--- config.mk ---
export PLATFORM = sky130hd
export DESIGN_NAME = combination_enumerator_top
export DESIGN_NICKNAME = d
export VERILOG_FILES = /design/src/design/cen_pkg.sv /design/src/design/cen_store.sv /design/src/design/cen_alu.sv /design/src/design/combination_enumerator_top.sv
export VERILOG_INCLUDE_DIRS = /design/src /design/src/design
export SDC_FILE = /design/constraint.sdc
export NUM_CORES = 1
export LEC_CHECK = 0
export BUFFER_PORTS_ARGS = -buffer_cell sky130_fd_sc_hd__buf_2
export CORE_MARGIN = 10
export CORE_UTILIZATION = 47
export DETAILED_ROUTE_END_ITERATION = 8
export MAX_ROUTING_LAYER = met4
export PLACE_DENSITY = 0.66
export REMOVE_ABC_BUFFERS = 1
export SYNTH_ARGS = -nofsm -noshare
export SYNTH_HDL_FRONTEND = slang
export SYNTH_HIERARCHICAL = 1
export SYNTH_SLANG_ARGS = --single-unit
--- constraint.sdc ---
create_clock -name clk_i -period 4.9 [get_ports clk_i]
set_clock_uncertainty 0.1 [all_clocks]
set_input_delay 0 -clock clk_i [delete_from_list [all_inputs] [get_ports clk_i]]
set_output_delay 0 -clock clk_i [all_outputs]
set_load 0.1 [all_outputs]
--- src/design/combination_enumerator_top_defines.svh ---
// assertion macros shared by the combination enumerator rtl
// no dependencies; included by modules that carry assertions
`ifndef COMBINATION_ENUMERATOR_TOP_DEFINES_SVH
`define COMBINATION_ENUMERATOR_TOP_DEFINES_SVH

// same-cycle implication, disabled during reset
`define CEN_ASSERT_IMP(label, clk, rst_n, ante, cons) \
  label: assert property (@(posedge clk) disable iff (!(rst_n)) (ante) |-> (cons)) \
    else $error("cen assertion failed");

// next-cycle implication, disabled during reset
`define CEN_ASSERT_NXT(label, clk, rst_n, ante, cons) \
  label: assert property (@(posedge clk) disable iff (!(rst_n)) (ante) |=> (cons)) \
    else $error("cen assertion failed");

`endif

--- src/design/cen_pkg.sv ---
// shared constants, types and register codes of the combination enumerator
// no dependencies; used by the alu and the top level of the block
`timescale 1ns / 1ps
`default_nettype none

package cen_pkg;

  localparam int MAX_PICK      = 16;
  localparam int VALUE_BITS    = 6;
  localparam int IDX_BITS      = $clog2(MAX_PICK);
  localparam int LIM_BITS      = VALUE_BITS + 1;
  localparam int N_BITS        = 6;
  localparam int K_BITS        = 5;
  localparam int CFG_IDX_BITS  = 1;
  localparam int CFG_DATA_BITS = 6;

  localparam logic [N_BITS-1:0] SET_SIZE_RST   = N_BITS'(4);
  localparam logic [K_BITS-1:0] PICK_COUNT_RST = K_BITS'(2);

  typedef enum logic [CFG_IDX_BITS-1:0] {
    CFG_SET_SIZE   = 1'b0,
    CFG_PICK_COUNT = 1'b1
  } cfg_reg_e;

  typedef struct packed {
    logic                  we;
    logic [IDX_BITS-1:0]   addr;
    logic [VALUE_BITS-1:0] data;
  } wr_req_t;

endpackage

`default_nettype wire

--- src/design/cen_store.sv ---
// generic ram with one write port and one registered read port
// no dependencies; width and depth are set by parameters, a same-address read returns write data
`timescale 1ns / 1ps
`default_nettype none

module cen_store #(
  parameter int WIDTH = 8,
  parameter int DEPTH = 16
) (
  input  wire logic                     clk_i,
  input  wire logic                     we_i,
  input  wire logic [$clog2(DEPTH)-1:0] waddr_i,
  input  wire logic [WIDTH-1:0]         wdata_i,
  input  wire logic [$clog2(DEPTH)-1:0] raddr_i,
  output logic      [WIDTH-1:0]         rdata_o
);

  logic [WIDTH-1:0] mem_q [DEPTH];
  logic [WIDTH-1:0] rdata_q;

  always_ff @(posedge clk_i) begin
    if (we_i) begin
      mem_q[waddr_i] <= wdata_i;
    end
    if (we_i && (waddr_i == raddr_i)) begin
      rdata_q <= wdata_i;
    end else begin
      rdata_q <= mem_q[raddr_i];
    end
  end

  assign rdata_o = rdata_q;

endmodule

`default_nettype wire

--- src/design/cen_alu.sv ---
// shared incrementer and limit compare used by load, scan and refill steps
// depends on cen_pkg
`timescale 1ns / 1ps
`default_nettype none

module cen_alu (
  input  wire logic [cen_pkg::VALUE_BITS-1:0] operand_i,
  input  wire logic [cen_pkg::N_BITS-1:0]     set_size_i,
  input  wire logic [cen_pkg::K_BITS-1:0]     pick_count_i,
  input  wire logic [cen_pkg::IDX_BITS-1:0]   idx_i,
  output logic      [cen_pkg::VALUE_BITS-1:0] inc_o,
  output logic                                below_o
);

  logic [cen_pkg::LIM_BITS-1:0] limit;

  // limit for position idx is n - k + 1 + idx
  assign limit   = cen_pkg::LIM_BITS'(set_size_i) - cen_pkg::LIM_BITS'(pick_count_i)
                 + cen_pkg::LIM_BITS'(idx_i) + cen_pkg::LIM_BITS'(1);
  assign below_o = cen_pkg::LIM_BITS'(operand_i) < limit;
  assign inc_o   = operand_i + cen_pkg::VALUE_BITS'(1);

endmodule

`default_nettype wire

--- src/design/combination_enumerator_top.sv ---
// top level of the lexicographic combination enumerator: sequencer and output register
// depends on cen_pkg, cen_store, cen_alu and combination_enumerator_top_defines.svh
//
// channel   dir  handshake                 payload
// in        in   in_valid_i / in_ready_o   restart_i
// out       out  out_valid_o / out_ready_i element_o, last_element_o, exhausted_o
// cfg       in   cfg_we_i                  cfg_idx_i, cfg_data_i
//
// restart: the load step writes 1..k into the store, then the emit step sends each element
// next: a right-to-left scan finds the position to increment and a tail refill follows, then emits
// exhausted: one marked transaction, sent directly from idle, or when a full scan finds no successor
// one request at a time, in_ready_o high only in idle; the store write port sets the pace
// output stalls hold the sequencer in its emit or exhausted step; reset needs no clearing pass
`timescale 1ns / 1ps
`default_nettype none
`include "combination_enumerator_top_defines.svh"

module combination_enumerator_top (
  input  wire logic                               clk_i,
  input  wire logic                               rst_ni,
  input  wire logic                               in_valid_i,
  output logic                                    in_ready_o,
  input  wire logic                               restart_i,
  output logic                                    out_valid_o,
  input  wire logic                               out_ready_i,
  output logic      [cen_pkg::VALUE_BITS-1:0]     element_o,
  output logic                                    last_element_o,
  output logic                                    exhausted_o,
  input  wire logic                               cfg_we_i,
  input  wire logic [cen_pkg::CFG_IDX_BITS-1:0]   cfg_idx_i,
  input  wire logic [cen_pkg::CFG_DATA_BITS-1:0]  cfg_data_i
);

  typedef enum logic [2:0] {
    ST_IDLE,
    ST_LOAD,
    ST_SCAN,
    ST_FILL,
    ST_EMIT,
    ST_EXH
  } state_e;

  state_e                         state_q, state_d;
  logic [cen_pkg::IDX_BITS-1:0]   idx_q, idx_d;
  logic [cen_pkg::VALUE_BITS-1:0] run_q, run_d;
  logic                           started_q, started_d;
  logic                           finished_q, finished_d;
  logic [cen_pkg::N_BITS-1:0]     set_size_q, set_size_d;
  logic [cen_pkg::K_BITS-1:0]     pick_count_q, pick_count_d;
  logic                           out_valid_q, out_valid_d;
  logic [cen_pkg::VALUE_BITS-1:0] element_q, element_d;
  logic                           last_q, last_d;
  logic                           exh_q, exh_d;

  cen_pkg::wr_req_t               wr;
  logic [cen_pkg::VALUE_BITS-1:0] rd_data;
  logic [cen_pkg::VALUE_BITS-1:0] alu_operand;
  logic [cen_pkg::VALUE_BITS-1:0] alu_inc;
  logic                           alu_below;
  logic [cen_pkg::IDX_BITS-1:0]   k_last;
  logic                           bad_cfg;
  logic                           slot_free;
  logic                           in_accept;

  // read address is the next index so the entry is ready in the cycle that uses it
  cen_store #(
    .WIDTH (cen_pkg::VALUE_BITS),
    .DEPTH (cen_pkg::MAX_PICK)
  ) u_store (
    .clk_i   (clk_i),
    .we_i    (wr.we),
    .waddr_i (wr.addr),
    .wdata_i (wr.data),
    .raddr_i (idx_d),
    .rdata_o (rd_data)
  );

  cen_alu u_alu (
    .operand_i    (alu_operand),
    .set_size_i   (set_size_q),
    .pick_count_i (pick_count_q),
    .idx_i        (idx_q),
    .inc_o        (alu_inc),
    .below_o      (alu_below)
  );

  assign k_last    = cen_pkg::IDX_BITS'(pick_count_q - cen_pkg::K_BITS'(1));
  assign bad_cfg   = (pick_count_q == '0)
                  || (cen_pkg::N_BITS'(pick_count_q) > set_size_q)
                  || (pick_count_q > cen_pkg::K_BITS'(cen_pkg::MAX_PICK));
  assign slot_free = !out_valid_q || out_ready_i;
  assign in_ready_o = (state_q == ST_IDLE);
  assign in_accept  = in_valid_i && in_ready_o;

  always_comb begin
    case (state_q)
      ST_LOAD: alu_operand = cen_pkg::VALUE_BITS'(idx_q);
      ST_FILL: alu_operand = run_q;
      default: alu_operand = rd_data;
    endcase
  end

  always_comb begin
    state_d      = state_q;
    idx_d        = idx_q;
    run_d        = run_q;
    started_d    = started_q;
    finished_d   = finished_q;
    set_size_d   = set_size_q;
    pick_count_d = pick_count_q;
    out_valid_d  = out_valid_q && !out_ready_i;
    element_d    = element_q;
    last_d       = last_q;
    exh_d        = exh_q;
    wr.we        = 1'b0;
    wr.addr      = idx_q;
    wr.data      = alu_inc;

    if (cfg_we_i) begin
      unique case (cen_pkg::cfg_reg_e'(cfg_idx_i))
        cen_pkg::CFG_SET_SIZE:   set_size_d   = cfg_data_i[cen_pkg::N_BITS-1:0];
        cen_pkg::CFG_PICK_COUNT: pick_count_d = cfg_data_i[cen_pkg::K_BITS-1:0];
        default: ;
      endcase
    end

    unique case (state_q)
      ST_IDLE: begin
        if (in_accept) begin
          if (bad_cfg) begin
            started_d  = 1'b1;
            finished_d = 1'b1;
            state_d    = ST_EXH;
          end else if (restart_i || !started_q) begin
            started_d  = 1'b1;
            finished_d = 1'b0;
            idx_d      = '0;
            state_d    = ST_LOAD;
          end else if (finished_q) begin
            state_d = ST_EXH;
          end else begin
            idx_d   = k_last;
            state_d = ST_SCAN;
          end
        end
      end
      ST_LOAD: begin
        wr.we = 1'b1;
        if (idx_q == k_last) begin
          idx_d   = '0;
          state_d = ST_EMIT;
        end else begin
          idx_d = idx_q + cen_pkg::IDX_BITS'(1);
        end
      end
      ST_SCAN: begin
        if (alu_below) begin
          wr.we = 1'b1;
          run_d = alu_inc;
          if (idx_q == k_last) begin
            idx_d   = '0;
            state_d = ST_EMIT;
          end else begin
            idx_d   = idx_q + cen_pkg::IDX_BITS'(1);
            state_d = ST_FILL;
          end
        end else if (idx_q == '0) begin
          finished_d = 1'b1;
          state_d    = ST_EXH;
        end else begin
          idx_d = idx_q - cen_pkg::IDX_BITS'(1);
        end
      end
      ST_FILL: begin
        wr.we = 1'b1;
        run_d = alu_inc;
        if (idx_q == k_last) begin
          idx_d   = '0;
          state_d = ST_EMIT;
        end else begin
          idx_d = idx_q + cen_pkg::IDX_BITS'(1);
        end
      end
      ST_EMIT: begin
        if (slot_free) begin
          out_valid_d = 1'b1;
          element_d   = rd_data;
          last_d      = (idx_q == k_last);
          exh_d       = 1'b0;
          if (idx_q == k_last) begin
            idx_d   = '0;
            state_d = ST_IDLE;
          end else begin
            idx_d = idx_q + cen_pkg::IDX_BITS'(1);
          end
        end
      end
      ST_EXH: begin
        if (slot_free) begin
          out_valid_d = 1'b1;
          element_d   = '0;
          last_d      = 1'b1;
          exh_d       = 1'b1;
          state_d     = ST_IDLE;
        end
      end
      default: state_d = ST_IDLE;
    endcase
  end

  always_ff @(posedge clk_i or negedge rst_ni) begin
    if (!rst_ni) begin
      state_q      <= ST_IDLE;
      idx_q        <= '0;
      run_q        <= '0;
      started_q    <= 1'b0;
      finished_q   <= 1'b0;
      set_size_q   <= cen_pkg::SET_SIZE_RST;
      pick_count_q <= cen_pkg::PICK_COUNT_RST;
      out_valid_q  <= 1'b0;
      element_q    <= '0;
      last_q       <= 1'b0;
      exh_q        <= 1'b0;
    end else begin
      state_q      <= state_d;
      idx_q        <= idx_d;
      run_q        <= run_d;
      started_q    <= started_d;
      finished_q   <= finished_d;
      set_size_q   <= set_size_d;
      pick_count_q <= pick_count_d;
      out_valid_q  <= out_valid_d;
      element_q    <= element_d;
      last_q       <= last_d;
      exh_q        <= exh_d;
    end
  end

  assign out_valid_o    = out_valid_q;
  assign element_o      = element_q;
  assign last_element_o = last_q;
  assign exhausted_o    = exh_q;

  // exhausted transaction is a single zero element marked last
  `CEN_ASSERT_IMP(a_exh_shape, clk_i, rst_ni, out_valid_q && exh_q, last_q && (element_q == '0))
  // busy right after a request transaction
  `CEN_ASSERT_NXT(a_busy_after_req, clk_i, rst_ni, in_accept, !in_ready_o)
  // emit index never runs past the last position
  `CEN_ASSERT_IMP(a_emit_idx, clk_i, rst_ni, state_q == ST_EMIT, idx_q <= k_last)
  // store writes only in load, scan and fill steps
  `CEN_ASSERT_IMP(a_wr_state, clk_i, rst_ni, wr.we,
                  (state_q == ST_LOAD) || (state_q == ST_SCAN) || (state_q == ST_FILL))

endmodule

`default_nettype wire
Word-level counts from Yosys, hierarchy flattened. Memories as Yosys holds them, arrays and structs flattened. A register that Yosys moved wholly into a read port is not among the register bits. Cells that the tools add are included.

Flip-flop bits (word level): 35. RAM bits: 96. Output and inout port bits: 10. Logic and storage cells: 110. Memories: 1.

Add/sub/neg operators: 7. Order comparisons: 3. Equality and inequality tests: 16. Multiplexer cells: 46. Bitwise operators: 1. Reduce and logical (&&, ||, !) cells: 25.

Memory list: u_store.mem_q (words 16, width 6, read ports 1, clocked after Yosys merged registers in 1, write ports 1, line cen_store.sv:18) `logic [WIDTH-1:0] mem_q [DEPTH];`.

Operators with widths (count): $pmux 6 s2 (3); $mux 3 (11); $mux 4 (8); $mux 6 (3); $pmux 4 s4 (1); $mux 1 (15); $pmux 3 s5 (1); $ne 2x2->1 const B (6); $pmux 1 s2 (4); $reduce_bool 2->1 (4); $sub 4x1->4 const B (2); $add 7x1->7 const B (1); $add 7x4->7 (1); $lt 6x7->1 (1); $sub 6x5->7 (1); $add 6x1->6 const B (1); $eq 3x2->1 const B (2); $eq 3x3->1 const B (2); $gt 5x6->1 (1); $reduce_and 2->1 (3); $reduce_and 3->1 (2); $reduce_and 6->1 (1); $gt 5x5->1 const B (1); $logic_not 5->1 (1); 14 further kinds (22).

Depth between registers and ports, before layout. Gate-level depths: netlist (run 1).

Depth in word-level cells: 8. Mapped depth: 19.

Cells and area by module. The synthesis (run 1) kept the hierarchy.

By module, submodules not included: cen_store (instances 1, cells an instance 176, area each 3854.9 µm², seq. area each 2962.8 µm²); combination_enumerator_top (instances 1, cells an instance 231, area each 2138.3 µm², seq. area each 878.3 µm²); cen_alu (instances 1, cells an instance 79, area each 614.3 µm², seq. area each 0.0 µm²).

Least setup slack after synthesis (run 1). No wires, ideal clock.

Path kind: reg-to-reg. From: register set_size_q[2] in the netlist's numbering. To: memory u_store/mem_q[0][0] in the netlist's numbering (enable). Setup time: 377 ps. Data arrival time: 4358 ps. Required time: 4423 ps. Path slack: 65 ps. Cell stages (with the launch flop): 18. Clock period less this slack: 4835 ps. Cells stage by stage: dfstp_2 inv_1 fa_1 inv_1 ha_1 nor2b_1 o31a_1 a21o_1 ha_1 a21o_1 a21oi_1 o2bb2ai_1 clkbuf_1 a21oi_1 or2_2 inv_1 or3b_2 nor3_1.

RTL lines: from (decl) (line combination_enumerator_top.sv:48) `logic [cen_pkg::N_BITS-1:0] set_size_q, set_size_d;`; from (signal assigned) (line combination_enumerator_top.sv:218) `set_size_q <= cen_pkg::SET_SIZE_RST;`; from (signal assigned) (line combination_enumerator_top.sv:230) `set_size_q <= set_size_d;`; to (decl) (line cen_store.sv:18).

==> flow_summary.ini, run 1 <==
[run_status]
status = completed

[timing]
tns_ns = 0
fmax_ghz = 0.216
worst_slew_pin_slew_ns = 0.991
period_needed_ns = 4.62
slew_viol_final = 0
rsz0062_at_grt = false
min_period_over_period = 0.944
slew_headroom = 0.335
finalSetupViolCount = 0
hold_violations = 0

[worst_setup_path]
timing.rr.start = set_size_q[2]
slowest_stage = nor2_1
r2r_end = u_store/mem_q[11][4]
critPathKind = register to register
end_kind = register
cp_top_family = simple AND/OR/NAND/NOR gates
cp_num_buf_inv = 3
rrSetupSlack_ns = 0.28
crit_top_cell = inv_1
crit_chain = inv_1, fa_1, inv_1, ha_1, nor2b_1, o31a_1, a21o_1, ha_1, a21o_1, a21oi_1, o2bb2ai_1, a21oi_1, or2_2, inv_1, nand3b_1, nor2_1
required_ns = 4.85
arrival_ns = 4.57
rr_worst_depth = 16
cp_slowest_stage_delay_ns = 0.58
crit_fanout = 6
worstSetupStartpointType = register

[yosys]
synth-async-reset-ratio = 0.259
avgSynthCellArea_um2 = 13.6
yosysUniqueCellTypes = 69
ys_warn_count = 6
syn-cell-area_um2 = 6610
synth_edf_count = 96
ys_ff_latch = 135
ys.flop_type = edfxtp_1
ys_seq_area_frac = 0.581
syn_inst = 486

[die]
dieWidth_um = 139
initial_core_util = 0.478
ios = 23
core.rowCount = 43
die_area_um2 = 19200
core-area_um2 = 13800
die_y_um = 139

[global_routing]
grt_max_degree = 36
overflow = 0
grt_first_pass_wirelength_um = 23400
grt_pass1_vias = 4260
grt_antenna_before_repair = 0
grt_usage = 0.159

[hold_path]
hp-class = primary input to async pin

[routing]
viasPerCell = 5.76
top_layer_used = met4
route.met3.wl_um = 850
avgRoutedWirePerCell_um = 19.7
drtPass1Iterations = 5
drtIter0Drc = 335
m1WireLength_um = 6300
drt_wl_total_um = 14600
wl_met2_um = 7140
vias = 4277
ant_nets = 0
drc_errors = 0

[clock_network]
cts_tree = done
cts-buffers-inserted = 17
clock_latency_ns = 0.42
cts_buffer_depth = 2
cts-htree-levels = 4
clk_pin_slew_ns = 0.06
cts-root-buf = clkbuf_16
clock-sinks = 135

[cells_and_area]
layout_commonest_cell = edfxtp_1
finalInstanceArea_um2 = 7780
nFillCells = 1070
syn_to_final_growth_pct = 17.7
layout-drive-gt1-share = 0.198
diodes = 0
final_cell_mix = 96 x edfxtp_1, 49 x nand2_1, 33 x dfrtp_1
fin_nets = 589

[run]
cap_violations = 0

[placement]
place.port_buffers = 22
dp_hpwl_um = 9930
place_area_um2 = 6980
gp_congestion = 0.847
[worst register-to-register path, stage by stage, from the launching register on]
cell and delay (ns):
dfstp_2 0.52, inv_1 0.05, fa_1 0.53, inv_1 0.04
ha_1 0.33, nor2b_1 0.16, o31a_1 0.27, a21o_1 0.21
ha_1 0.31, a21o_1 0.16, a21oi_1 0.14, o2bb2ai_1 0.15
a21oi_1 0.09, or2_2 0.33, inv_1 0.12, nand3b_1 0.18
nor2_1 0.58
[metrics by stage]
step                instances  utilization  hold WS (ns)  setup slack (ns)
floorplan                 467            -        -0.396            -0.147
global placement          688        0.505        0.0238             0.125
detailed placement        688        0.505        0.0359            0.0298
CTS                       742        0.561         0.130          0.000209
global route              742        0.562         0.191            0.0345
finish                    742        0.562         0.125             0.277
[repair_timing]
item,CTS,global route
hold buffers,22,0
setup buffers,0,0
hold endpoints to repair,49,0
endpoints found under the setup margin,0,60
resized for setup,0,6
[flip-flops by register name, summed over array words and instances, names as in the netlist, named ones only]
name            cells
set_size_q          6
state_q             3
element_o           6
out_valid_o         1
idx_q               4
finished_q          1
last_element_o      1
run_q               6
pick_count_q        5
exhausted_o         1
u_store/mem_q      96
started_q           1
[routing by layer]
layer,vias up,GRT usage
li1,1964,-
met4,0,0.0677
met5,-,-
met2,151,0.243
met1,2134,0.201
met3,28,0.0360
[how the worst max path moves through the flow]
stage                  startpoint  cells past startpoint              endpoint  slack, ns
floorplan                register                     15   u_store/mem_q[0][0]      -0.15
global placement    set_size_q[2]                     16   u_store/mem_q[3][3]       0.13
detailed placement  set_size_q[2]                     16   u_store/mem_q[1][5]       0.03
CTS                 set_size_q[2]                     16   u_store/mem_q[1][3]     0.0002
global route        set_size_q[2]                     16  u_store/mem_q[11][5]       0.03
finish              set_size_q[2]                     16  u_store/mem_q[11][4]       0.28
[synth_stat cells (12+ instances only)]
library cell | instances | area share
mux2_2 | 13 | 0.022
edfxtp_1 | 96 | 0.44
mux4_1 | 12 | 0.048
nand2_1 | 49 | 0.028
o21ai_0 | 20 | 0.015
dfrtp_1 | 33 | 0.12
ha_1 | 23 | 0.044
mux4_2 | 12 | 0.041
inv_1 | 30 | 0.017
a21oi_1 | 12 | 0.0091
nor2_1 | 27 | 0.015
a22oi_1 | 14 | 0.016
[logic make-up after synthesis]
group / synth area share
adder cells (fa/ha/maj): 0.0557
AND/OR/NAND/NOR: 0.105
multiplexers: 0.120
buffers and inverters: 0.0352
XOR/XNOR: 0.0235
AO/OA/AOI/OAI: 0.0799
flip-flops: 0.581
[cell type report]
cell class	count	area [µm²]	share of cell area
inverters	31	116	0.0150
repair buffers	63	485	0.0624
clock inverters	9	65.1	0.00837
clock buffers	23	490	0.0631
flip-flops and latches	135	3840	0.494
well taps	180	225	0.0290
multi-input cells	301	2550	0.328
Power of run 1 is left out: the tool's default activity adds up to more than one toggle a clock period on the data nets, which glitch-free logic cannot reach.
==> run 2, diff against run 1 <==
==> constraint.sdc (replaced) <==
create_clock -name clk_i -period 4.9 [get_ports clk_i]
set_clock_uncertainty 0.1 [all_clocks]
set_input_delay 0.49 -clock clk_i [delete_from_list [all_inputs] [get_ports clk_i]]
set_output_delay 0.49 -clock clk_i [all_outputs]
set_load 0.1 [all_outputs]
==> flow_summary.ini, run 2 (synthesized netlist as in run 1, its figures left out) <==
[timing]
min_period_over_period = 0.939
period_needed_ns = 4.60
fmax_ghz = 0.217
slew_viol_final = 0
rsz0062_at_grt = false
hold_violations = 0
hold_slack_ns = 0.0480
finalSetupViolCount = 0
worst_slew_pin_slew_ns = 0.967
slew_headroom = 0.351

[worst_setup_path]
required_ns = 4.86
slowest_stage = nor2_1
arrival_ns = 4.56
end_kind = register
cp_slowest_stage_delay_ns = 0.59
worstSetupStartpointType = register
crit_chain = inv_1, fa_1, inv_1, ha_1, nor2b_1, o31a_1, a21o_1, ha_1, a21o_1, a21oi_1, o2bb2ai_1, a21oi_1, or2_2, inv_1, nand3b_1, nor2_1
crit_top_cell = inv_1
crit_fanout = 6
critPathKind = register to register

[cells_and_area]
multiInputGateArea_um2 = 2550
syn_to_final_growth_pct = 14.7
layout-drive-gt1-share = 0.214
fin_nets = 568
finalInstanceArea_um2 = 7580
max_flop_register = u_store/mem_q
final_cell_mix = 96 x edfxtp_1, 49 x nand2_1, 33 x dfrtp_1
diodes = 0
nFillCells = 1091
seq_area_um2 = 3840
layout_commonest_cell = edfxtp_1
largest_reg_flops = 96

[global_routing]
grt_first_pass_wirelength_um = 22800
use_met1 = 0.209
grt_max_degree = 36
grt_usage = 0.155
overflow = 0
grt_antenna_before_repair = 0
busiest_layer = met2
grt_pass1_vias = 4030
gr-usage-met2 = 0.221
met3_usage = 0.0380

[run]
cap_violations = 0

[die]
initial_core_util = 0.478
core.rowCount = 43
ios = 23
dieWidth_um = 139
die_area_um2 = 19200
die_y_um = 139
core-area_um2 = 13800

[placement]
place_area_um2 = 6990
gp_congestion = 0.847
place.port_buffers = 22
dp_hpwl_um = 9960

[routing]
drc_errors = 0
vias = 4120
drtIter0Drc = 292
ant_nets = 0
drt_wl_total_um = 14300
avgRoutedWirePerCell_um = 19.8
drtPass1Iterations = 5
viasPerCell = 5.71

[clock_network]
cts-root-buf = clkbuf_16
cts_hold_buf = 0
clock_latency_ns = 0.43
cts_buffer_depth = 2
cts_tree = done
cts_resized = 0
clock-sinks = 135
clk_pin_slew_ns = 0.06
cts_setup_buffers = 0
cts-buffers-inserted = 17
cts-htree-levels = 4

[run_status]
status = completed

[hold_path]
hp-class = primary input to async pin
run 2: routing by layer:
metal  wire length (µm)  share of wire
met4                310          0.022
met1               6620           0.46
met5                  0              0
met2               6710           0.47
met3                648          0.045
run 2: layout make-up:
type,count,area share
clock inverter,11,0.0107
sequential,135,0.507
timing repair buffer,42,0.0360
inverter,31,0.0153
clock buffer,21,0.0647
tap,180,0.0297
multi-input combinational,301,0.337
run 2: path summary, 6_finish.rpt:
check	from	end	slack, ns	depth (start not counted)
min in group clk_i	cfg_data_i[1]	set_size_q[1]	0.18	3
worst min register to register	started_q	started_q	0.36	1
worst max register to register	set_size_q[2]	u_store/mem_q[11][3]	0.30	16
worst min-delay path	rst_ni	out_valid_o	0.05	1
max in group asynchronous	rst_ni	set_size_q[1]	4.14	1
worst max-delay path	set_size_q[2]	u_store/mem_q[11][3]	0.30	16
run 2: through the flow:
step | TNS [ns] | worst slack [ns] | util | cells
CTS | 0 | 0.0299 | 0.547 | 721
global route | 0 | 0.0199 | 0.548 | 721
global placement | 0 | 0.153 | 0.505 | 689
floorplan | -0.880 | -0.147 | - | 467
finish | 0 | 0.300 | 0.548 | 721
detailed placement | 0 | 0.0578 | 0.505 | 689
run 2: worst max-delay path: cells and delay by family, from the launching register on:
kind,cells,cell delay (ns)
buf+inv,3,0.22
flops,1,0.52
simple gates,4,1.24
compound gates,6,0.99
fa+ha+maj,3,1.15
Power of run 2 is left out for the same reason.
==> run 3, diff against run 2 <==
CTS_BUF_LIST = sky130_fd_sc_hd__clkbuf_4 sky130_fd_sc_hd__clkbuf_8   (was default)
==> flow_summary.ini, run 3 (synthesized netlist as in run 1, its figures left out) <==
[timing]
slew_viol_final = 0
period_needed_ns = 4.60
tns_ns = 0
worst_slew_pin_slew_ns = 0.984
slew_headroom = 0.339
min_period_over_period = 0.939
rsz0062_at_grt = false
hold_violations = 0
finalSetupViolCount = 0
fmax_ghz = 0.217

[clock_network]
clock_latency_ns = 0.46
cts_buffer_depth = 2
clock-sinks = 135
cts-htree-levels = 4
cts_tree = done
cts-buffers-inserted = 17
clk_pin_slew_ns = 0.09
cts_setup_buffers = 0
cts-root-buf = clkbuf_8

[placement]
dp_hpwl_um = 9960
place_area_um2 = 6990
place.port_buffers = 22
gp_congestion = 0.847

[die]
initial_core_util = 0.478
core.rowCount = 43
core-area_um2 = 13800
dieWidth_um = 139
die_y_um = 139
ios = 23
die_area_um2 = 19200

[worst_setup_path]
required_ns = 4.89
crit_fanout = 6
arrival_ns = 4.59
crit_path_start = set_size_q[2]
critPathKind = register to register
worstSetupStartpointType = register
rrSetupSlack_ns = 0.30
timing.rr.start = set_size_q[2]
end_kind = register

[hold_path]
hp-class = primary input to async pin

[cells_and_area]
layout_commonest_cell = edfxtp_1
largest_reg_flops = 96
layout-drive-gt1-share = 0.214
syn_to_final_growth_pct = 12.0
diodes = 0
max_flop_register = u_store/mem_q
finalInstanceArea_um2 = 7400
final_cell_mix = 96 x edfxtp_1, 49 x nand2_1, 33 x dfrtp_1
nFillCells = 1112
fin_nets = 568

[global_routing]
grt_max_degree = 36
grt_pass1_vias = 3984
grt_usage = 0.155
overflow = 0
grt_first_pass_wirelength_um = 22700
grt_antenna_before_repair = 0

[routing]
drt_wl_total_um = 14300
drtIter0Drc = 307
drtPass1Iterations = 5
viasPerCell = 5.69
ant_nets = 0
drc_errors = 0
avgRoutedWirePerCell_um = 19.8
vias = 4103

[run_status]
status = completed

[run]
cap_violations = 0
==> run 3: cell count changes in the layout (fill, tap and decap cells not counted), sizes merged <==
cell,previous run,this run
bufinv,0,2
clkbuf,21,19
==> run 3: final timing paths <==
| kind | to | cells past startpoint |
|---|---|---|
| max in group asynchronous | set_size_q[5] | 1 |
| setup / recovery | u_store/mem_q[11][5] | 16 |
| hold / removal | out_valid_o | 1 |
| min in group clk_i | set_size_q[1] | 3 |
| setup reg to reg | u_store/mem_q[11][5] | 16 |
| hold reg to reg | started_q | 1 |
==> run 3: cell type report <==
cell class	instances	area, µm²	area share
well taps	180	225	0.0304
inverters	31	116	0.0157
clock inverters	13	141	0.0191
flip-flops and latches	135	3840	0.519
repair buffers	42	273	0.0369
clock buffers	19	249	0.0336
multi-input cells	301	2550	0.345
==> run 3: what timing repair did <==
action / CTS / global route
hold buffers: 0 / 0
setup endpoints to repair: 0 / 60
resized for setup: 0 / 6
==> run 3: routing by layer <==
metal	vias to the layer above	GRT usage	share of wire
li1	1920	-	-
met1	2065	0.210	0.47
met2	100	0.220	0.47
met3	18	0.0325	0.043
met4	0	0.0660	0.017
met5	-	-	0
==> run 3: per-stage QoR <==
step	cells	hold WS, ns	utilization	setup WS (ns)
final	721	0.00913	0.535	0.299
after global routing	721	0.0614	0.535	0.0370
after CTS	721	0.0256	0.534	0.0261
after detailed placement	689	0.347	0.505	0.0578
after global placement	689	0.342	0.505	0.153
after floorplan	467	0.0944	-	-0.147
==> run 3: worst max-delay path: stages (launching register included) <==
cell,delay [ns]
dfstp_2,0.53
inv_1,0.05
fa_1,0.53
inv_1,0.04
ha_1,0.32
nor2b_1,0.16
o31a_1,0.26
a21o_1,0.20
ha_1,0.30
a21o_1,0.16
a21oi_1,0.14
o2bb2ai_1,0.15
a21oi_1,0.08
or2_2,0.32
inv_1,0.13
nand3b_1,0.17
nor2_1,0.58
Power of run 3 is left out for the same reason.
